==> src/hw/rtl/hds_pkg.sv <==
// Shared types and constants for the heat diffusion stencil step unit.
// Used by the front, queue, back and top level modules; no dependencies.
package hds_pkg;

    localparam int MAX_COLS = 64;
    localparam int COL_W    = $clog2(MAX_COLS);
    localparam int CNT_W    = $clog2(MAX_COLS + 1);
    localparam int DIV_W    = 16 + CNT_W;
    localparam int SUM_W    = 56;

    // Register indexes of the configuration port
    typedef enum logic [2:0] {
        REG_WEIGHT_DIRECT   = 3'd0,
        REG_WEIGHT_DIAGONAL = 3'd1,
        REG_THRESHOLD       = 3'd2,
        REG_ROWS_IN_USE     = 3'd3,
        REG_COLS_IN_USE     = 3'd4
    } t_reg_idx;

    // Row job handed from front to back
    typedef struct packed {
        logic [1:0]       up_slot;
        logic [1:0]       mid_slot;
        logic [1:0]       dn_slot;
        logic             kslot;
        logic [CNT_W-1:0] cols;
        logic             last;
        logic [DIV_W-1:0] divisor;
    } t_job;

    // Line store write command from front
    typedef struct packed {
        logic              en;
        logic [1:0]        slot;
        logic              kslot;
        logic [COL_W-1:0]  col;
        logic signed [31:0] temp;
        logic [16:0]       cond;
    } t_wr;

    // Per-item flags traveling down the back pipeline
    typedef struct packed {
        logic             produce;
        logic             eor;
        logic             eog;
        logic [1:0]       up_slot;
        logic [1:0]       mid_slot;
        logic [1:0]       dn_slot;
        logic             kslot;
        logic [DIV_W-1:0] divisor;
    } t_flags;

    // One column of the three-row window
    typedef struct packed {
        logic signed [31:0] up;
        logic signed [31:0] mid;
        logic signed [31:0] dn;
    } t_col;

    localparam logic signed [40:0] SAT_HI41 = 41'sd2147483647;
    localparam logic signed [40:0] SAT_LO41 = -41'sd2147483648;
    localparam logic [32:0]        MAX31_33 = 33'h07FFFFFFF;

endpackage

==> src/hw/rtl/hds_front.sv <==
// Front end: accepts cells, tracks row and column, writes the line store
// and queues a row job once a stream row past the first two closes. Depends on hds_pkg.
module hds_front (
    input  logic          i_clk,
    input  logic          i_rst_n,
    input  logic          i_valid,
    output logic          o_ready,
    input  logic [31:0]   i_temperature,
    input  logic [16:0]   i_conductivity,
    input  logic [15:0]   i_rows_in_use,
    input  logic [6:0]    i_cols_in_use,
    input  logic          i_back_busy,
    input  logic          i_q_empty,
    output hds_pkg::t_wr  o_wr,
    output logic          o_push,
    output hds_pkg::t_job o_job
);
    import hds_pkg::*;

    logic [CNT_W-1:0] r_col, n_col;
    logic [16:0]      r_row, n_row;
    logic [1:0]       r_slot, n_slot;
    logic [CNT_W-1:0] w_cols;
    logic [15:0]      w_rows;
    logic             w_acc, w_row_end, w_last;

    function automatic logic [1:0] slot_add(input logic [1:0] s, input logic [1:0] d);
        logic [2:0] t;
        t = {1'b0, s} + {1'b0, d};
        return (t >= 3'd3) ? 2'(t - 3'd3) : t[1:0];
    endfunction

    // Clamp the geometry registers
    always_comb begin
        if (i_cols_in_use < 7'd3) begin
            w_cols = CNT_W'(3);
        end else if (i_cols_in_use > 7'(MAX_COLS)) begin
            w_cols = CNT_W'(MAX_COLS);
        end else begin
            w_cols = CNT_W'(i_cols_in_use);
        end
        w_rows = (i_rows_in_use == 16'd0) ? 16'd1 : i_rows_in_use;
    end

    assign o_ready   = !i_back_busy && i_q_empty;
    assign w_acc     = i_valid && o_ready;
    assign w_row_end = ({1'b0, r_col} + 1'b1) >= {1'b0, w_cols};
    assign w_last    = ({1'b0, r_row} + 18'd1) >= ({2'b0, w_rows} + 18'd2);

    // Line store write
    always_comb begin
        o_wr.en    = w_acc;
        o_wr.slot  = r_slot;
        o_wr.kslot = r_row[0];
        o_wr.col   = r_col[COL_W-1:0];
        o_wr.temp  = i_temperature;
        o_wr.cond  = i_conductivity;
    end

    // Row job for the back end
    always_comb begin
        o_push          = w_acc && w_row_end && (r_row >= 17'd2);
        o_job.up_slot   = slot_add(r_slot, 2'd1);
        o_job.mid_slot  = slot_add(r_slot, 2'd2);
        o_job.dn_slot   = r_slot;
        o_job.kslot     = ~r_row[0];
        o_job.cols      = w_cols;
        o_job.last      = w_last;
        o_job.divisor   = DIV_W'(w_rows) * DIV_W'(w_cols);
    end

    // Advance the raster position
    always_comb begin
        n_col  = r_col;
        n_row  = r_row;
        n_slot = r_slot;
        if (w_acc) begin
            if (!w_row_end) begin
                n_col = r_col + 1'b1;
            end else begin
                n_col = '0;
                if (w_last) begin
                    n_row  = '0;
                    n_slot = 2'd0;
                end else begin
                    n_row  = r_row + 17'd1;
                    n_slot = slot_add(r_slot, 2'd1);
                end
            end
        end
    end

    always_ff @(posedge i_clk) begin
        if (!i_rst_n) begin
            r_col  <= '0;
            r_row  <= '0;
            r_slot <= 2'd0;
        end else begin
            r_col  <= n_col;
            r_row  <= n_row;
            r_slot <= n_slot;
        end
    end

endmodule

==> config.mk <==
export PLATFORM = sky130hd
export DESIGN_NAME = hds_front
export DESIGN_NICKNAME = d
export VERILOG_FILES = /design/src/hw/rtl/hds_pkg.sv /design/src/hw/rtl/hds_front.sv
export SDC_FILE = /design/constraint.sdc
export NUM_CORES = 1
export LEC_CHECK = 0
export ABC_AREA = 1
export BUFFER_PORTS_ARGS = -buffer_cell sky130_fd_sc_hd__buf_2
export CORE_ASPECT_RATIO = 0.9
export CORE_UTILIZATION = 45
export CTS_BUF_LIST = sky130_fd_sc_hd__clkbuf_16
export CTS_CLUSTER_DIAMETER = 40
export DETAILED_ROUTE_END_ITERATION = 16
export GPL_TIMING_DRIVEN = 0
export HOLD_SLACK_MARGIN = 0.02
export PLACE_DENSITY = 0.81
export SYNTH_ARGS = -nofsm -noshare
export SYNTH_HDL_FRONTEND = slang
export SYNTH_SLANG_ARGS = --single-unit
==> constraint.sdc <==
create_clock -name i_clk -period 9.1 [get_ports i_clk]
set_input_delay 0.455 -clock i_clk [delete_from_list [all_inputs] [get_ports i_clk]]
set_output_delay 0.455 -clock i_clk [all_outputs]
set_load 0.02 [all_outputs]
# Yosys cells after proc, flatten, opt, wreduce, memory -nomap -nowiden
# Index checks and enable logic that the tools add are counted.
word_totals:
  register_bits: 26
  elab_cells: 36
classes:
  add_sub_neg: 9
  multipliers: 1
  order_cmp: 7
  n_mux: 8
  n_bitwise: 1
  reduce_logical: 7
op_table:
  columns: ["operator", "count"]
  rows:
  - ["multiplier 16 x 7 -> 23 bit", 1]
  - ["two-way mux 7 bit", 3]
  - ["adder 17 x 1 -> 18 bit (second input constant)", 1]
  - ["greater-or-equal comparator 18 x 17 -> 1 bit", 1]
  - ["adder 16 x 2 -> 17 bit (second input constant)", 1]
  - ["adder 17 x 1 -> 17 bit (second input constant)", 1]
  - ["greater-or-equal comparator 17 x 2 -> 1 bit (second input constant)", 1]
  - ["two-way mux 17 bit", 1]
  - ["zero test 16 bit", 1]
  - ["two-way mux 16 bit", 1]
  - ["adder 7 x 1 -> 8 bit (second input constant)", 1]
  - ["greater-or-equal comparator 8 x 7 -> 1 bit", 1]
  - ["adder 7 x 1 -> 7 bit (second input constant)", 1]
  - ["> comparator 7 bit (second input constant)", 1]
  - ["less-than comparator 7 x 2 -> 1 bit (second input constant)", 1]
  - ["greater-or-equal comparator 3 x 2 -> 1 bit (second input constant)", 2]
  - ["two-way mux 2 bit", 3]
  - ["logical AND 1 bit", 4]
  - ["subtractor 2 bit (second input constant)", 2]
  - ["adder 2 x 1 -> 3 bit (second input constant)", 1]
  - ["adder 2 x 2 -> 3 bit (second input constant)", 1]
  - ["AND reduction 2 bit", 1]
  - ["zero test 1 bit", 1]
  - ["inverter 1 bit", 1]

# Logic depth before layout (Yosys ltp)
# Gate-level depths: netlist of the first run.
depth:
  depth_word: 6
  ltp_mapped: 27
  depth_no_buf: 26

# Worst setup path after synthesis of the first run
# Ideal clock, no wire load.
synth_timing:
  kind: "input-to-output"
  startpoint: "input i_cols_in_use[2]"
  endpoint: "output o_job[18] in the netlist's numbering"
  arrival_ps: 5256
  required_ps: 8645
  slack_ps: 3389
  path_stages: 21
  path_buffers: 1
  path_cell_list: "inv_1 nand4_1 o31ai_1 inv_1 nor2_1 inv_2 buf_2 nor2_1 fa_1 fa_1 fa_1 inv_1 fa_1 inv_1 ha_1 nand2_1 nor2_1 nand2_1 o21ai_1 a31oi_1 xnor2_1"
synth_lines:
  columns: ["element", "line_no", "source"]
  rows:
  - ["from (decl)", "hds_front.sv:11", "input logic [6:0] i_cols_in_use,"]
  - ["to (decl)", "hds_front.sv:16", "output hds_pkg::t_job o_job"]

==> results of run 1 <==
## registers in the layout, summed over array words and instances, names as in the netlist
name / cells
r_slot: 2
r_row: 17
r_col: 7
## area by class of cell
class,count,area [um^2]
buffer,84,557
clock buffer,3,75.1
clock inverter,1,3.75
fill,1324,6290
inverter,161,604
multi-input combinational,619,4680
sequential,26,520
tap,189,236
timing repair buffer,120,601
## metrics by stage
step,cell area [um^2],hold slack [ns]
floorplan,6360,0.456
global placement,7200,0.475
detailed placement,7200,0.480
CTS,7280,0.467
global route,7280,0.500
finish,7280,0.478
## final timing paths
path | cells after the start | end | from | slack [ns]
max reg2reg | 18 | r_row[8] | r_row[0] | 5.97
max | 22 | o_job[21] | i_cols_in_use[6] | 2.42
min reg2reg | 2 | r_row[7] | r_row[7] | 0.49
min | 3 | r_row[10] | i_rst_n | 0.48
## layer usage
| layer | routed length, um | global-route usage |
|---|---|---|
| met1 | 6880 | 0.303 |
| met5 | 0 | 0 |
| met3 | 1410 | 0.0447 |
| met2 | 7240 | 0.362 |
| met4 | 201 | 0.0317 |
## logic make-up after synthesis
logic type | Yosys count | share of synthesized area
adder cells (fa/ha/maj) | 139 | 0.355
XOR/XNOR | 47 | 0.0647
buffers and inverters | 245 | 0.183
AO/OA/AOI/OAI | 65 | 0.0596
flip-flops | 26 | 0.0818
AND/OR/NAND/NOR | 368 | 0.256
## placed cells by master (no fill, tap or decap), types with 3 or more instances in the layout
master / Yosys / final
o21ai_0: 7 / 7
nand3_2: 4 / 4
clkbuf_16: 0 / 3
a31oi_1: 3 / 3
a21o_1: 3 / 3
buf_4: 62 / 62
dfxtp_1: 26 / 26
inv_1: 149 / 149
nand3_1: 25 / 25
nand2_1: 184 / 184
nor3_1: 5 / 5
xnor2_1: 12 / 12
a21oi_1: 32 / 32
ha_1: 70 / 70
xor2_1: 35 / 35
nand4_1: 28 / 28
fa_1: 69 / 69
nor2_4: 4 / 4
inv_2: 12 / 12
nor2_1: 99 / 99
clkbuf_1: 13 / 13
buf_2: 7 / 127
o21ai_1: 5 / 5
nor4_1: 9 / 9
## critical path: cells and delay by family
| kind | cells | cell delay, ns |
|---|---|---|
| AND/OR/NAND/NOR | 7 | 0.86 |
| adder cells (fa/ha/maj) | 5 | 2.47 |
| buffers and inverters | 7 | 1.71 |
| AO/OA/AOI/OAI | 3 | 0.72 |
## report_power, final
group	internal, mW	switching (mW)
clock network	0.0589	0.0401
registers	0.114	0.000795
logic	0.231	0.407
total	0.404	0.448
==> metrics.yaml, run 1 <==
cts:
  clock_latency_ns: 0.26
  tritoncts: "done"
  cts_hold_buffers: 0
  cts_sinks: 26
  clock_path_buffers: 2
  cts_setup_buffers: 0
  h-tree-depth: 1
  cts_resized: 0
  clk_pin_slew_ns: 0.06
  cts_buffers: 3
  cts-root-buf: "clkbuf_16"
pwr:
  p_leak_nw: 4.19
  power_density_nw_per_um2: 117
  ir_worst_vdd_uv: 75.5
  total_power_mw: 0.852
floorplanning:
  start_util: 0.469
  core_um2: 13600
  die_h_um: 115
  dieWidth_um: 127
  rows: 40
  pin_count: 176
  die-area_um2: 14600
global_routing:
  grt_remaining_overflow: 0
  grt_pass1_vias: 5634
  antenna_found_initial: 0
  grt_pass1_wl_mm: 26.2
  grt_max_degree: 15
  grt_use_total: 0.219
setup_path:
  worst-setup-path-type: "in2out"
  required_ns: 8.65
  cp-end-kind: "output pin"
  arrival_ns: 6.22
  crit_slowest_cell: "buf_1"
  cp_max_fo: 10
  crit_path_start_kind: "primary input"
  crit_path_cell_trace: "buf_2 -> clkbuf_1 -> nor2_1 -> inv_1 -> buf_1 -> nor2_1 -> fa_1 -> fa_1 -> fa_1 -> inv_1 -> fa_1 -> inv_1 -> ha_1 -> a21oi_1 -> nand3_1 -> a21boi_1 -> o21ai_1 -> nand2_1 -> nand2_1 -> nand2_1 -> nand2_1 -> buf_2"
  slowest_delay_ns: 0.57
route:
  drc: 0
  finalWirelength_mm: 15.7
  antenna_left: 0
  dr.pass1.iters: 5
  routed_via_density: 5.00
  wl_per_cell_um: 13.1
  first_iter_violations: 558
  num_vias: 6010
synthesis:
  synth-seq-cells: 26
  seq_area_frac_synth: 0.0818
  yosysWarnings: 0
  synth-main-ff-cell: "dfxtp_1"
  synth.distinct_cells: 41
  netlist_top_cells_count: "nand2_1 (184), inv_1 (149), nor2_1 (99)"
  synth.cell_area_um2: 6360
  synth_cells: 890
  ys_async_sr_fraction: 0
  synth_most_common_cell: "nand2_1"
  yosys-top-cells-area: "fa_1 (22%), ha_1 (14%), nand2_1 (11%), inv_1 (8.8%), dfxtp_1 (8.2%)"
  synth_edf_count: 0
  syn-num-nets: 1106
  yosys.area.top_type: "fa_1"
  synth_top_area_frac: 0.217
  avgSynthCellArea_um2: 7.15
placed_design:
  place_ws_ns: 2.56
  gp_congestion: 0.924
  port_buffers: 120
  dp.cells: 1199
  place_hpwl_mm: 13.3
run_status:
  status: "finished, final reports clean"
sta:
  setup_slack_ns: 2.42
  worstMarginPinSlew_ns: 0.748
  maxSlewHeadroom: 0.502
  finalCriticalPeriod_ns: 6.68
  hold_violations: 0
  fmax_mhz: 150
  finalSetupTns_ns: 0
  drv_slew: 0
  timing.final.crit_share: 0.734
  setup_violations: 0
  rsz0062_at_grt: "no"
  fin_skew_ns: 0.00542
finish:
  antenna_cells: 0
  nets: 1231
  final_layout_size_suffix_gt1_frac: 0.217
  finalNonFillerCells: 1203
  post-route-util: 0.537
  area_delta_synth_final_pct: 14.4
worst_hold_path:
  min_path_type: "in2reg"
flow_run:
  cap_violations: 0
Note: power is estimated with default switching activity, not from simulation.
==> run 2, diff against run 1 <==
ABC_AREA = 0   (was 1)
clock period = 6.7 ns   (was 9.1 ns; I/O delays follow)
==> run 2 against run 1 <==
Compared with the run above: die area rose by 1.2%; flip-flop and latch count did not move; area after synthesis rose by 1.2%; largest cell class unchanged.
==> metrics.yaml, run 2 <==
cts:
  cts-root-buf: "clkbuf_16"
  h-tree-depth: 1
  cts_buffers: 3
  tritoncts: "done"
  clock_path_buffers: 2
  cts_sinks: 26
  clk_pin_slew_ns: 0.07
  cts_setup_buffers: 0
  cts_hold_buffers: 0
  cts_resized: 0
  clock_latency_ns: 0.27
synthesis:
  synth_most_common_cell: "inv_1"
  synth_edf_count: 0
  yosys-top-cells-area: "fa_1 (21%), ha_1 (14%), dfxtp_1 (8.1%), and2_1 (7.4%), buf_4 (7.2%)"
  synth_top_family_by_area: "adder cells"
  synth_top_area_frac: 0.215
  seq_area_frac_synth: 0.0808
  synth-main-ff-cell: "dfxtp_1"
  avgSynthCellArea_um2: 8.14
  synth-seq-cells: 26
  synth_cells: 791
  synth.cell_area_um2: 6440
  ys_async_sr_fraction: 0
  netlist_top_cells_count: "inv_1 (81), and2_1 (76), nand2_1 (76)"
  synth.distinct_cells: 53
  syn-num-nets: 1007
  yosys.area.top_type: "fa_1"
  synth_compound_area_frac: 0.113
  yosys.area_share.simple: 0.235
  synth_xor_area_frac: 0.0721
  synthMuxAreaShare: 0
  yosysWarnings: 0
  synth_fa_ha_area_frac: 0.351
setup_path:
  path_buf_inv: 6
  r2r-start: "r_row[0]"
  required_ns: 6.36
  r2r_slack_ns: 3.01
  crit_family: "adder cells"
  crit_path_cell_trace: "buf_1 -> nor4_1 -> a41oi_2 -> inv_1 -> nand2_1 -> fa_1 -> fa_1 -> inv_1 -> fa_1 -> inv_1 -> fa_1 -> inv_1 -> ha_1 -> a2111oi_0 -> o21ai_1 -> a41oi_1 -> nor2_1 -> o31a_1 -> nor2_1 -> xnor2_1 -> buf_2"
  crit_path_start_kind: "primary input"
  cp_max_fo: 10
  crit_slowest_cell: "fa_1"
  reg2reg_depth: 14
  arrival_ns: 6.08
  slowest_delay_ns: 0.55
  cp-end-kind: "output pin"
  reg2reg_to: "r_row[16]"
  worst-setup-path-type: "in2out"
finish:
  finalNonFillerCells: 1107
  regMostFlops: "r_row"
  final_area_um2: 7370
  nets: 1131
  final_cell_mix: "buf_2 (122), inv_1 (81), nand2_1 (76), and2_1 (76), ha_1 (70)"
  fill_cells: 1302
  final_layout_size_suffix_gt1_frac: 0.232
  area_delta_synth_final_pct: 14.5
  post-route-util: 0.526
  largest_register_ffs: 17
  final_common_cell: "buf_2"
  antenna_cells: 0
  reg_top3: "r_row (17), r_col (7), r_slot (2)"
sta:
  timing.final.crit_share: 0.957
  hold_violations: 0
  setup_slack_ns: 0.285
  hold_slack_ns: 0.477
  maxSlewHeadroom: 0.496
  setup_violations: 0
  finalSetupTns_ns: 0
  fin_skew_ns: 0.00486
  fmax_mhz: 156
  worstMarginPinSlew_ns: 0.754
  drv_slew: 0
  finalCriticalPeriod_ns: 6.42
global_routing:
  grt_remaining_overflow: 0
  antenna_found_initial: 0
  grt_max_degree: 15
  grt_pass1_wl_mm: 24.6
  grt_use_total: 0.204
  grt_pass1_vias: 5272
route:
  drc: 0
  finalWirelength_mm: 14.9
  dr.pass1.iters: 5
  num_vias: 5785
  wl_per_cell_um: 13.4
  first_iter_violations: 367
  antenna_left: 0
  wl_met2_mm: 6.83
  top_layer_used: "met4"
  wl_met1_mm: 6.78
  wl_met3_mm: 1.06
  routed_via_density: 5.23
pwr:
  total_power_mw: 1.13
  power_density_nw_per_um2: 153
  p_leak_nw: 3.69
  ir_worst_vdd_uv: 163
placed_design:
  dp.cells: 1103
  gp_congestion: 0.916
  port_buffers: 119
  place_ws_ns: 0.195
  place_hpwl_mm: 12.5
  place_area_um2: 7280
floorplanning:
  die-area_um2: 14800
  rows: 41
  core_um2: 14000
  start_util: 0.460
  die_h_um: 115
  dieWidth_um: 128
  pin_count: 176
worst_hold_path:
  holdPathEnd: "r_row[4]"
  min_path_type: "in2reg"
  holdCritStartpoint: "i_rst_n"
  min_delay_path_depth: 3
run_status:
  status: "finished, final reports clean"
flow_run:
  cap_violations: 0
## run 2: cell types whose count changed in the layout (fill, tap and decap cells not counted), sizes merged, moves of 9 or more
| cell | change |
|---|---|
| inv | -79 |
| nand2 | -110 |
| nor2b | +12 |
| xnor2 | +20 |
| a21boi | +14 |
| nand4 | -12 |
| and2 | +76 |
| nor2 | -77 |
| xor2 | -14 |
| clkbuf | +21 |
| and3 | +9 |
| nand3 | +11 |
## run 2: tightest hold or removal path: stages
cell and delay [ns]:
buf_1 0.16, nand2_1 0.12, o311ai_2 0.08
## run 2: cell type report
type,instances,area (um^2),area share
multi-input cells,578,4980,0.676
plain buffers,105,646,0.0876
repair buffers,119,596,0.0808
flip-flops and latches,26,520,0.0706
inverters,82,308,0.0418
well taps,193,241,0.0328
clock buffers,3,75.1,0.0102
clock inverters,1,3.75,0.000509
## run 2: power breakdown
group | internal [mW] | total [mW] | switching (mW)
clock network | 0.0802 | 0.139 | 0.0583
logic | 0.323 | 0.832 | 0.509
registers | 0.155 | 0.156 | 0.00105
total | 0.559 | 1.13 | 0.568
## run 2: cell families (layout without fill, tap and decap cells)
family / after synthesis / count (layout)
AO/OA/AOI/OAI: 99 / 99
XOR/XNOR: 53 / 53
adder cells (fa/ha/maj): 139 / 139
buffers and inverters: 187 / 310
flip-flops: 26 / 26
AND/OR/NAND/NOR: 287 / 287
## run 2: routing by layer
| layer | up-vias | global-route usage |
|---|---|---|
| met2 | 221 | 0.325 |
| li1 | 2776 | - |
| met4 | 0 | 0.0376 |
| met5 | - | 0 |
| met3 | 15 | 0.0314 |
| met1 | 2773 | 0.295 |
## run 2: how the worst max path moves through the flow
stage / startpoint / endpoint / cells after the start / slack, ns
3_5_place_dp: i_rows_in_use[9] / o_job[16] / 22 / 0.19
2_1_floorplan: i_cols_in_use[4] / o_job[22] / 21 / 0.87
4_1_cts: i_rows_in_use[9] / o_job[16] / 22 / 0.16
6_report: i_rows_in_use[10] / o_job[16] / 21 / 0.28
5_1_grt: i_rows_in_use[10] / o_job[20] / 21 / -0.05
3_3_place_gp: i_rows_in_use[9] / o_job[16] / 22 / 0.11
