--- src/hw/rtl/hds_pkg.sv ---
// Shared types and constants for the heat diffusion stencil step unit.
// Used by the front, queue, back and top level modules; no dependencies.
package hds_pkg;

    localparam int MAX_COLS = 64;
    localparam int COL_W    = $clog2(MAX_COLS);
    localparam int CNT_W    = $clog2(MAX_COLS + 1);
    localparam int DIV_W    = 16 + CNT_W;
    localparam int SUM_W    = 56;

    // Register indexes of the configuration port
    typedef enum logic [2:0] {
        REG_WEIGHT_DIRECT   = 3'd0,
        REG_WEIGHT_DIAGONAL = 3'd1,
        REG_THRESHOLD       = 3'd2,
        REG_ROWS_IN_USE     = 3'd3,
        REG_COLS_IN_USE     = 3'd4
    } t_reg_idx;

    // Row job handed from front to back
    typedef struct packed {
        logic [1:0]       up_slot;
        logic [1:0]       mid_slot;
        logic [1:0]       dn_slot;
        logic             kslot;
        logic [CNT_W-1:0] cols;
        logic             last;
        logic [DIV_W-1:0] divisor;
    } t_job;

    // Line store write command from front
    typedef struct packed {
        logic              en;
        logic [1:0]        slot;
        logic              kslot;
        logic [COL_W-1:0]  col;
        logic signed [31:0] temp;
        logic [16:0]       cond;
    } t_wr;

    // Per-item flags traveling down the back pipeline
    typedef struct packed {
        logic             produce;
        logic             eor;
        logic             eog;
        logic [1:0]       up_slot;
        logic [1:0]       mid_slot;
        logic [1:0]       dn_slot;
        logic             kslot;
        logic [DIV_W-1:0] divisor;
    } t_flags;

    // One column of the three-row window
    typedef struct packed {
        logic signed [31:0] up;
        logic signed [31:0] mid;
        logic signed [31:0] dn;
    } t_col;

    localparam logic signed [40:0] SAT_HI41 = 41'sd2147483647;
    localparam logic signed [40:0] SAT_LO41 = -41'sd2147483648;
    localparam logic [32:0]        MAX31_33 = 33'h07FFFFFFF;

endpackage

--- src/hw/rtl/hds_queue.sv ---
// Two-entry job queue between front and back.
// Depends on hds_pkg for the job type.
module hds_queue (
    input  logic          i_clk,
    input  logic          i_rst_n,
    input  logic          i_push,
    input  hds_pkg::t_job i_job,
    input  logic          i_pop,
    output logic          o_valid,
    output logic          o_empty,
    output hds_pkg::t_job o_job
);
    import hds_pkg::*;

    t_job       r_mem [2];
    logic       r_wp, r_rp;
    logic [1:0] r_cnt;

    assign o_valid = (r_cnt != 2'd0);
    assign o_empty = (r_cnt == 2'd0);
    assign o_job   = r_mem[r_rp];

    // Store pushed jobs
    always_ff @(posedge i_clk) begin
        if (i_push && r_cnt != 2'd2) begin
            r_mem[r_wp] <= i_job;
        end
    end

    // Advance pointers and fill count
    always_ff @(posedge i_clk) begin
        if (!i_rst_n) begin
            r_wp  <= 1'b0;
            r_rp  <= 1'b0;
            r_cnt <= 2'd0;
        end else begin
            if (i_push && r_cnt != 2'd2) begin
                r_wp <= ~r_wp;
            end
            if (i_pop && r_cnt != 2'd0) begin
                r_rp <= ~r_rp;
            end
            case ({i_push && r_cnt != 2'd2, i_pop && r_cnt != 2'd0})
                2'b10:   r_cnt <= r_cnt + 2'd1;
                2'b01:   r_cnt <= r_cnt - 2'd1;
                default: r_cnt <= r_cnt;
            endcase
        end
    end

endmodule

--- config.mk ---
export PLATFORM = sky130hd
export DESIGN_NAME = hds_queue
export DESIGN_NICKNAME = d
export VERILOG_FILES = /design/src/hw/rtl/hds_pkg.sv /design/src/hw/rtl/hds_queue.sv
export SDC_FILE = /design/constraint.sdc
export NUM_CORES = 1
export LEC_CHECK = 0
export BUFFER_PORTS_ARGS = -buffer_cell sky130_fd_sc_hd__buf_2
export CAP_MARGIN = 20
export CORE_MARGIN = 2
export CORE_UTILIZATION = 46
export CTS_CLUSTER_DIAMETER = 60
export DETAILED_ROUTE_END_ITERATION = 8
export GPL_TIMING_DRIVEN = 0
export HOLD_SLACK_MARGIN = 0.12
export PLACE_DENSITY = 0.74
export SLEW_MARGIN = 25
export SYNTH_ARGS = -nofsm -noshare
export SYNTH_HDL_FRONTEND = slang
export SYNTH_SLANG_ARGS = --single-unit
--- constraint.sdc ---
create_clock -name i_clk -period 2.5 [get_ports i_clk]
set_input_delay 0.5 -clock i_clk [delete_from_list [all_inputs] [get_ports i_clk]]
set_output_delay 0.5 -clock i_clk [all_outputs]
set_load 0.05 [all_outputs]
After elaboration in Yosys (flattened, before gate mapping)
Memory sizes are Yosys's and may differ from the RTL's. A register that Yosys moved wholly into a read port is not among the register bits.
Index checks and enable logic that the tools add are counted.
{ "classes": {"muxes": 5, "reduce_logical": 5, "order_cmp": 0, "shift": 0, "n_eq_ne": 3, "addsub": 2, "multipliers": 0, "bitwise": 2, "div": 0} }
{ "ops": {"columns": ["cell", "count"], "rows": [
  ["1-bit two-way mux", 4],
  ["2-bit case mux with 2 select lines", 1],
  ["2-bit nonzero test", 2],
  ["2-bit by 1-bit adder with 2-bit output, second input constant", 1],
  ["2-bit by 1-bit == test with 1-bit output, second input constant", 1],
  ["2-bit == test, second input constant", 1],
  ["1-bit logical AND", 2],
  ["2-bit logical NOT", 1],
  ["2-bit inequality test, second input constant", 1],
  ["1-bit NOT", 2],
  ["2-bit by 1-bit subtractor with 2-bit output, second input constant", 1]
]} }
{ "totals": {"romBits": 0, "reg_bits": 4, "word_cells": 21, "inputBits": 42, "latch_bits": 0, "output_inout_bits": 40, "mem_count": 1, "ram_bits": 76} }
{ "mem_list": {"columns": ["name", "words", "width", "rd", "rd_clocked_by_memory_dff", "wr", "line", "text"], "rows": [
  ["r_mem", 2, 38, 1, 1, 1, "hds_queue.sv:15", "t_job r_mem [2];"]
]} }

Longest topological paths before layout
Gate-level depths: netlist (run 1).
{ "logic_depth": {"word_depth": 4, "mapped_depth": 6, "mapped_depth_nobuf": 6} }

Least setup slack after synthesis (run 1)
OpenSTA, ideal clock, no wires.
{ "synth_timing": {"kind": "register -> register", "startpoint": "reg r_cnt[0]", "endpoint": "mem r_mem[1][0] in the netlist's numbering (enable)", "setup_ns": 0.433, "slack_ns": -0.147, "synth_period_minus_slack_ns": 2.647, "required_time_ns": 2.067, "t_arrival_ns": 2.214, "stages_incl_launch_ff": 4, "n_path_buf": 0, "cell_sequence": "dfxtp_1 -> nand2b_1 -> nand2_1 -> nor2_1"} }
{ "synth_between": {"elab_chain_cells": 4} }
{ "synth_rtl": {"columns": ["element", "line", "text"], "rows": [
  ["from (decl)", "hds_queue.sv:17", "logic [1:0] r_cnt;"],
  ["from (signal assigned)", "hds_queue.sv:44", "2'b10: r_cnt <= r_cnt + 2'd1;"],
  ["from (signal assigned)", "hds_queue.sv:45", "2'b01: r_cnt <= r_cnt - 2'd1;"],
  ["from (signal assigned)", "hds_queue.sv:46", "default: r_cnt <= r_cnt;"],
  ["2-bit inequality test", "hds_queue.sv:25", "if (i_push && r_cnt != 2'd2) begin"],
  ["1-bit logical AND", "hds_queue.sv:25", null],
  ["1-bit two-way mux", "hds_queue.sv:25", null],
  ["1-bit two-way mux (implied by the code)", "hds_queue.sv:26", "r_mem[r_wp] <= i_job;"],
  ["to (decl)", "hds_queue.sv:15", null]
]} }
Every way passes these cells.

==> results.yml, run 1 <==
yosys:
  synth_xor_area_frac: 0.00884
  ys_ff_latch: 81
  synth_edf_count: 76
  ys_seq_area_frac: 0.802
  yosys-top-cells-area: "edfxtp_1 (77%), mux2_1 (7.6%), mux2_2 (6.8%)"
  yosysUniqueCellTypes: 21
  synthArstFlopShare: 0
  yosysMostFrequentCell: "edfxtp_1"
  synth_top_area_frac: 0.768
  yosysTopAreaCell: "edfxtp_1"
  synth_top_family_by_area: "multiplexers"
  yosysWarnings: 0
  yosys.area_share.simple: 0.0168
  synth_compound_area_frac: 0.0122
  synth_cells: 144
  syn-cell-area_sq_um: 2970
  synthFlopType: "edfxtp_1"
  syn-num-nets: 187
  synthTopCellsByCount: "edfxtp_1 (76), mux2_1 (20), mux2_2 (18)"
  synthMuxAreaShare: 0.144
  avgSynthCellArea_sq_um: 20.6
  yosys.area_share.adder: 0.00421
floorplan:
  rows: 29
  fp.dieH_um: 84.4
  start_util: 0.471
  num_io_pins: 82
  core_sq_um: 6310
  die_area_sq_um: 7120
  die_w_um: 84.4
clocking:
  cts-root-buf: "clkbuf_8"
  post-cts-setup-buffer-count: 0
  numClockSinks: 81
  cts_buffers: 9
  cts_tree: "done"
  cts_hold_buf: 0
  htree_levels: 3
  cts_buffer_depth: 2
  cts_resized: 0
  insertion_delay_ns: 0.34
  clkTransAtPathRegs_ns: 0.09
finish:
  drive_gt1_frac: 0.506
  antenna_cells: 0
  area_growth_pct: 25.5
  design_area_sq_um: 3730
  final_nets: 281
  stdcell_count: 320
  final_util: 0.591
worst_hold_path:
  hold_path_end: "r_mem[1][25]"
  hold_depth: 1
  hold_path.class: "in2reg"
  hp-start: "i_job[25]"
critical_path:
  crit_type: "reg2out"
  required_ns: 2.00
  worstPathArrival_ns: 1.72
  rr_worst_depth: 4
  r2r-start: "r_cnt[0]"
  worst_setup_path_end_kind: "primary output"
  regToRegSetupSlack_ns: 0.71
  critPathMaxFanout: 10
  worstReg2RegEnd: "r_mem[1][24]"
  crit_path_start_kind: "flip-flop"
timing:
  fmax_mhz: 451
  setup_tns_ns: 0
  hold_viol: 0
  final.min_clock_period_ns: 2.22
  clock_skew_ns: 0.0120
  maxSlewViolCount: 0
  worst_pin_slew_ns: 0.662
  setup_violations: 0
  relSlewSlack: 0.558
  post-route-period-util: 0.887
  rsz0062_at_grt: "no"
global_routing:
  grt_max_degree: 22
  antenna_found_initial: 0
  grt-ovfl-total: 0
  grt_pass1_wl_um: 7700
  grt_use_total: 0.144
  grt_pass1_vias: 1598
routing:
  drc_errors: 0
  vias_per_cell: 4.88
  drt_wl_total_um: 4960
  final_antenna_net_count: 0
  first_pass_iters: 3
  vias: 1561
  wl_per_cell_um: 15.5
  drt_iter0_drc: 53
power_and_ir_drop:
  p_leak_nw: 1.41
  power_density_nw_per_um2: 1200
  ir_drop_mv: 0.788
outcome:
  status: "finished, final reports clean"
placement:
  dpl.cell_count: 304
  placed_cell_area_sq_um: 3540
  hpwlAfterDp_um: 3350
  io_buffers: 81
  gp_congestion: 0.701
run:
  max-cap-violations: 0
## routing by layer
| metal | GRT usage | part of all wire |
|---|---|---|
| met5 | 0 | 0 |
| met4 | 0.0606 | 0.0083 |
| met3 | 0.0334 | 0.049 |
| met2 | 0.236 | 0.49 |
| met1 | 0.185 | 0.45 |
## worst max-delay path, stage by stage (launching register included)
cell	delay, ns
dfxtp_1	0.32
buf_2	0.26
buf_4	0.25
mux2_1	0.34
buf_2	0.21
## registers in the layout (all words and copies together) (netlist names), named ones only
name / cells
r_mem: 76
r_wp: 1
r_rp: 1
r_cnt: 2
## worst max path at each step
stage	start	endpoint	slack, ns	depth (start not counted)
after floorplan	r_cnt[0]	r_mem[1][0]	0.48	3
after global placement	i_push	r_mem[1][19]	-0.19	3
after detailed placement	flip-flop	o_job[27]	0.60	4
after CTS	flip-flop	o_job[27]	0.23	4
after global routing	flip-flop	o_job[21]	0.17	4
final	flip-flop	o_job[7]	0.28	4
## cell families (layout without fill, tap and decap cells)
family	after synthesis	count (layout)
multiplexers	38	38
XOR/XNOR	3	3
AND/OR/NAND/NOR	9	9
buffers and inverters	7	106
adder cells (fa/ha/maj)	1	1
flip-flops	81	81
AO/OA/AOI/OAI	5	5
## stage by stage
| step | total power (W) | hold WS (ns) | setup slack [ns] |
|---|---|---|---|
| 6_report | 0.00446 | 0.342 | 0.283 |
| 5_1_grt | 0.00464 | 0.331 | 0.167 |
| 4_1_cts | 0.00450 | 0.324 | 0.228 |
| 3_5_place_dp | 0.00358 | 0.512 | 0.605 |
| 3_3_place_gp | 0.00352 | 0.499 | -0.194 |
| 2_1_floorplan | 0.00317 | 0.478 | 0.482 |
## cell usage in the layout (no fill, tap or decap), types with 2 or more instances in the layout
cell type,count
a21boi_1,2
nor2b_1,2
mux2_1,20
buf_16,2
clkinvlp_4,3
buf_4,2
clkbuf_8,9
dfxtp_1,5
xnor2_1,3
inv_1,2
clkinv_1,2
mux2_2,18
edfxtp_1,76
buf_2,83
## final cells by class
cell class	count	area, sq um
Fill cell	501	2580
Sequential cell	81	2380
Multi-Input combinational cell	56	561
Timing Repair Buffer	83	460
Clock buffer	9	124
Tap cell	77	96.3
Clock inverter	7	68.8
Buffer	4	25.0
Inverter	3	11.3
## power by group
group	internal (W)	leakage (nW)	total (W)	switching, W
clock network	0.000458	0.0869	0.000922	0.000464
registers	0.00171	0.752	0.00177	0.0000563
logic	0.000498	0.566	0.00176	0.00127
total	0.00267	1.41	0.00446	0.00179
Power figures use the tool's default switching activity.
==> run 2: changes to the inputs <==
Settings changed: ABC_AREA set to 0, CORE_MARGIN 2 to not set, GPL_TIMING_DRIVEN 0 to not set.
==> run 2 against run 1 <==
Routed wire length is 1.8% lower. Sequential share of layout area is 0.66 points higher. Clock skew is 0.0081 ns lower. Combinational power is 2% lower. Sequential power barely moved. Flip-flop and latch count unchanged. Critical path depth is 1 lower. Fmax up 2.4%. Critical endpoint is now o_job[32]. Largest cell class unchanged. Largest power group unchanged.
==> results.yml, run 2 (synthesis results as in run 1) <==
floorplan:
  rows: 28
  die_w_um: 82.4
  fp.dieH_um: 82.4
  start_util: 0.490
  num_io_pins: 82
  core_sq_um: 6060
  die_area_sq_um: 6790
clocking:
  numClockSinks: 81
  cts_buffers: 9
  cts-root-buf: "clkbuf_8"
  htree_levels: 3
  cts_hold_buf: 0
  cts_tree: "done"
  cts_buffer_depth: 2
  insertion_delay_ns: 0.32
  clkTransAtPathRegs_ns: 0.07
  cts_resized: 0
  post-cts-setup-buffer-count: 0
critical_path:
  crit_type: "reg2out"
  crit_path_start_kind: "flip-flop"
  worstPathArrival_ns: 1.66
  worst_setup_path_end_kind: "primary output"
  critPathMaxFanout: 27
  required_ns: 2.00
power_and_ir_drop:
  sw_frac_of_total: 0.394
  seqPwrFrac: 0.410
  switchingPower_w: 0.00173
  p_clk_frac: 0.199
  power.internal_w: 0.00266
  p_leak_nw: 1.39
  power_density_nw_per_um2: 1190
  ir_drop_mv: 0.770
  comb_power_share: 0.391
global_routing:
  grt-ovfl-total: 0
  antenna_found_initial: 0
  grt_pass1_wl_um: 7280
  grt_pass1_vias: 1565
  grt_max_degree: 29
  grt_use_total: 0.153
routing:
  final_antenna_net_count: 0
  vias_per_cell: 4.89
  wl_per_cell_um: 15.5
  drt_wl_total_um: 4870
  drc_errors: 0
  drt_iter0_drc: 43
  first_pass_iters: 4
  vias: 1537
timing:
  setup_violations: 0
  clock_skew_ns: 0.00392
  post-route-period-util: 0.866
  maxSlewViolCount: 0
  rsz0062_at_grt: "no"
  finalWorstSetupSlack_ns: 0.336
  hold_viol: 0
  setup_tns_ns: 0
  final.min_clock_period_ns: 2.16
  fmax_mhz: 462
  worst_pin_slew_ns: 0.487
  relSlewSlack: 0.675
finish:
  final_cell_mix: "buf_2 (81), edfxtp_1 (76), mux2_1 (20)"
  area_growth_pct: 24.3
  antenna_cells: 0
  fillCellCount: 470
  top_register: "r_mem"
  layout_commonest_cell: "buf_2"
  reg.largest.list: "r_mem (76), r_cnt (2)"
  largest_reg_flops: 76
  final_nets: 278
  seqCellArea_sq_um: 2380
  final_util: 0.609
  multi_input_area_sq_um: 561
  drive_gt1_frac: 0.494
  design_area_sq_um: 3690
placement:
  hpwlAfterDp_um: 3380
  placed_cell_area_sq_um: 3510
  pre_cts_ws_ns: 0.664
  io_buffers: 81
  gp_congestion: 0.684
run:
  max-cap-violations: 0
worst_hold_path:
  hold_path.class: "in2reg"
outcome:
  status: "finished, final reports clean"
-- run 2: changes by cell type in the layout (fill, tap and decap cells not counted), moves of 2 or more --
cell        change
clkinvlp_4      -2
clkbuf_1        +3
buf_16          -2
buf_12          +3
clkinv_1        -2
buf_2           -2
buf_4           -2
-- run 2: area by class of cell --
type                            instances  share of cell area
Inverter                                3             0.00305
Timing Repair Buffer                   84               0.126
Sequential cell                        81               0.646
Tap cell                               75              0.0254
Clock buffer                           12              0.0366
Clock inverter                          3              0.0115
Multi-Input combinational cell         56               0.152
-- run 2: worst max-delay path, stage by stage (launching register included) --
cell	delay [ns]
dfxtp_2	0.52
buf_12	0.24
mux2_2	0.36
buf_2	0.21
-- run 2: layer usage --
layer,vias to the layer above,GRT usage,routed length (um)
li1,738,-,-
met1,736,0.185,2070
met2,55,0.252,2410
met3,8,0.0495,319
met4,0,0.0684,65
met5,-,0,0
-- run 2: power by group through the flow --
stage / clock (W) / sequential (W) / combinational [W]
3_3_place_gp: 0 / 0.00183 / 0.00172
2_1_floorplan: 0 / 0.00179 / 0.00138
5_1_grt: 0.000951 / 0.00183 / 0.00181
4_1_cts: 0.000901 / 0.00181 / 0.00174
6_report: 0.000874 / 0.00180 / 0.00172
3_5_place_dp: 0 / 0.00184 / 0.00173
-- run 2: worst paths after layout --
path	from	endpoint	slack, ns	depth (start not counted)
max	flip-flop	o_job[32]	0.34	3
min	i_job[36]	r_mem[1][36]	0.36	1
max reg2reg	r_cnt[0]	r_mem[0][5]	0.85	4
min reg2reg	r_cnt[1]	r_cnt[1]	0.52	2
-- run 2: through the flow --
| stage | std cells | hold slack, ns | total power, W |
|---|---|---|---|
| finish | 314 | 0.359 | 0.00439 |
| global route | 314 | 0.331 | 0.00458 |
| CTS | 314 | 0.336 | 0.00444 |
| detailed placement | 299 | 0.519 | 0.00357 |
| global placement | 299 | 0.507 | 0.00355 |
| floorplan | 144 | 0.478 | 0.00317 |
==> run 3: changes to the inputs <==
--- a/config.mk
+++ b/config.mk
@@ -14,4 +14,5 @@
 export HOLD_SLACK_MARGIN = 0.12
 export PLACE_DENSITY = 0.74
+export SKIP_LAST_GASP = 1
 export SLEW_MARGIN = 25
 export SYNTH_ARGS = -nofsm -noshare
==> constraint.sdc (replaced) <==
create_clock -name i_clk -period 2.5 [get_ports i_clk]
set_input_delay 0 -clock i_clk [delete_from_list [all_inputs] [get_ports i_clk]]
set_output_delay 0 -clock i_clk [all_outputs]
set_load 0.05 [all_outputs]
==> run 3 against run 2 <==
Flip-flop and latch count unchanged. Critical path depth stayed put. First-iteration DRC count grew 65%. Global-route usage grew 0.89 points. Register-to-register slack barely moved. Fmax grew 24%. Cell area rose by 10%. Die area unchanged. Via count increased by 9.1%. Highest routed layer unchanged.
==> results.yml, run 3 (synthesis results as in run 1) <==
outcome:
  status: "finished, final reports clean"
clocking:
  cts_buffers: 9
  cts_tree: "done"
  numClockSinks: 81
  insertion_delay_ns: 0.32
  cts_hold_buf: 41
  cts_buffer_depth: 2
  clkTransAtPathRegs_ns: 0.07
  cts-root-buf: "clkbuf_8"
  htree_levels: 3
  cts_resized: 0
  post-cts-setup-buffer-count: 0
placement:
  gp_congestion: 0.683
  io_buffers: 81
  pre_cts_ws_ns: 0.866
  hpwlAfterDp_um: 3240
timing:
  setup_tns_ns: 0
  maxSlewViolCount: 0
  rsz0062_at_grt: "no"
  clock_skew_ns: 0.00407
  setup_violations: 0
  relSlewSlack: 0.657
  fmax_mhz: 571
  post-route-period-util: 0.701
  finalWorstSetupSlack_ns: 0.748
  hold_viol: 0
  final.min_clock_period_ns: 1.75
  worst_pin_slew_ns: 0.515
critical_path:
  crit_type: "reg2out"
  crit_chain: "buf_4 -> mux2_1 -> buf_2"
  crit_path_start_kind: "flip-flop"
  critPathMaxFanout: 17
  cp_slowest_cell: "dfxtp_2"
  max_stage_delay_ns: 0.50
  required_ns: 2.50
  worstPathArrival_ns: 1.75
  worst_setup_path_end_kind: "primary output"
routing:
  drc_errors: 0
  wl_per_cell_um: 14.6
  final_antenna_net_count: 0
  drt_wl_total_um: 5220
  first_pass_iters: 4
  vias_per_cell: 4.70
  vias: 1677
  drt_iter0_drc: 71
global_routing:
  antenna_found_initial: 0
  grt_max_degree: 39
  grt-ovfl-total: 0
  grt_pass1_vias: 1622
  grt_pass1_wl_um: 7700
  grt_use_total: 0.162
floorplan:
  core_sq_um: 6060
  fp.dieH_um: 82.4
  rows: 28
  die_w_um: 82.4
  die_area_sq_um: 6790
  start_util: 0.490
  num_io_pins: 82
finish:
  layout_commonest_cell: "buf_2"
  final_cell_mix: "buf_2 (81), edfxtp_1 (76), dlygate4sd3_1 (41)"
  largest_reg_flops: 76
  final_nets: 320
  drive_gt1_frac: 0.429
  top_register: "r_mem"
  antenna_cells: 0
  area_growth_pct: 37.2
  reg.largest.list: "r_mem (76), r_cnt (2)"
power_and_ir_drop:
  ir_drop_mv: 1.11
  power_density_nw_per_um2: 1080
  p_leak_nw: 1.56
run:
  max-cap-violations: 0
worst_hold_path:
  hold_path.class: "in2reg"
==> run 3: cell count changes in the layout (fill, tap and decap cells not counted), sizes merged <==
| cell | delta |
|---|---|
| dlygate4sd3 | +41 |
| clkinv | +2 |
| buf | +1 |
| bufinv | -1 |
| clkbuf | +1 |
| clkinvlp | -1 |
==> run 3: path summary, 6_finish.rpt <==
path | cells past startpoint | startpoint | to | slack, ns
setup / recovery | 3 | flip-flop | o_job[19] | 0.75
hold reg to reg | 2 | r_cnt[1] | r_cnt[1] | 0.53
setup reg to reg | 4 | r_cnt[0] | r_mem[0][37] | 0.86
hold / removal | 2 | i_job[26] | r_mem[1][26] | 0.39
==> run 3: critical path, delay by kind of cell, from the launching register on <==
family,cells,cell delay (ns)
mux,1,0.37
flops,1,0.50
buf+inv,2,0.54
==> run 3: final cells by class <==
cell class	instances	area, sq um
repair buffers	126	846
multi-input cells	56	561
fillers	438	1980
flip-flops and latches	81	2380
inverters	3	11.3
clock inverters	3	13.8
clock buffers	13	169
well taps	75	93.8
==> run 3: per-stage QoR <==
stage                      util  hold WS [ns]  total power [W]  cells  instance area (sq um)
after floorplan               -        0.0989          0.00317    144                   2970
after global placement    0.575         0.189          0.00352    300                   3480
after detailed placement  0.575         0.192          0.00354    300                   3480
after CTS                 0.673         0.377          0.00443    357                   4080
after global routing      0.673         0.376          0.00458    357                   4080
final                     0.673         0.393          0.00439    357                   4080
==> run 3: layer usage <==
metal,part of all wire,up-vias,GRT usage
met4,0.0092,0,0.0579
met1,0.42,805,0.183
met2,0.51,49,0.284
met3,0.059,5,0.0560
met5,0,-,0
li1,-,818,-
==> run 3: where the power goes <==
group / switching (W) / internal [W]
Sequential: 0.0000832 / 0.00172
Combinational: 0.00124 / 0.000505
Clock: 0.000407 / 0.000436
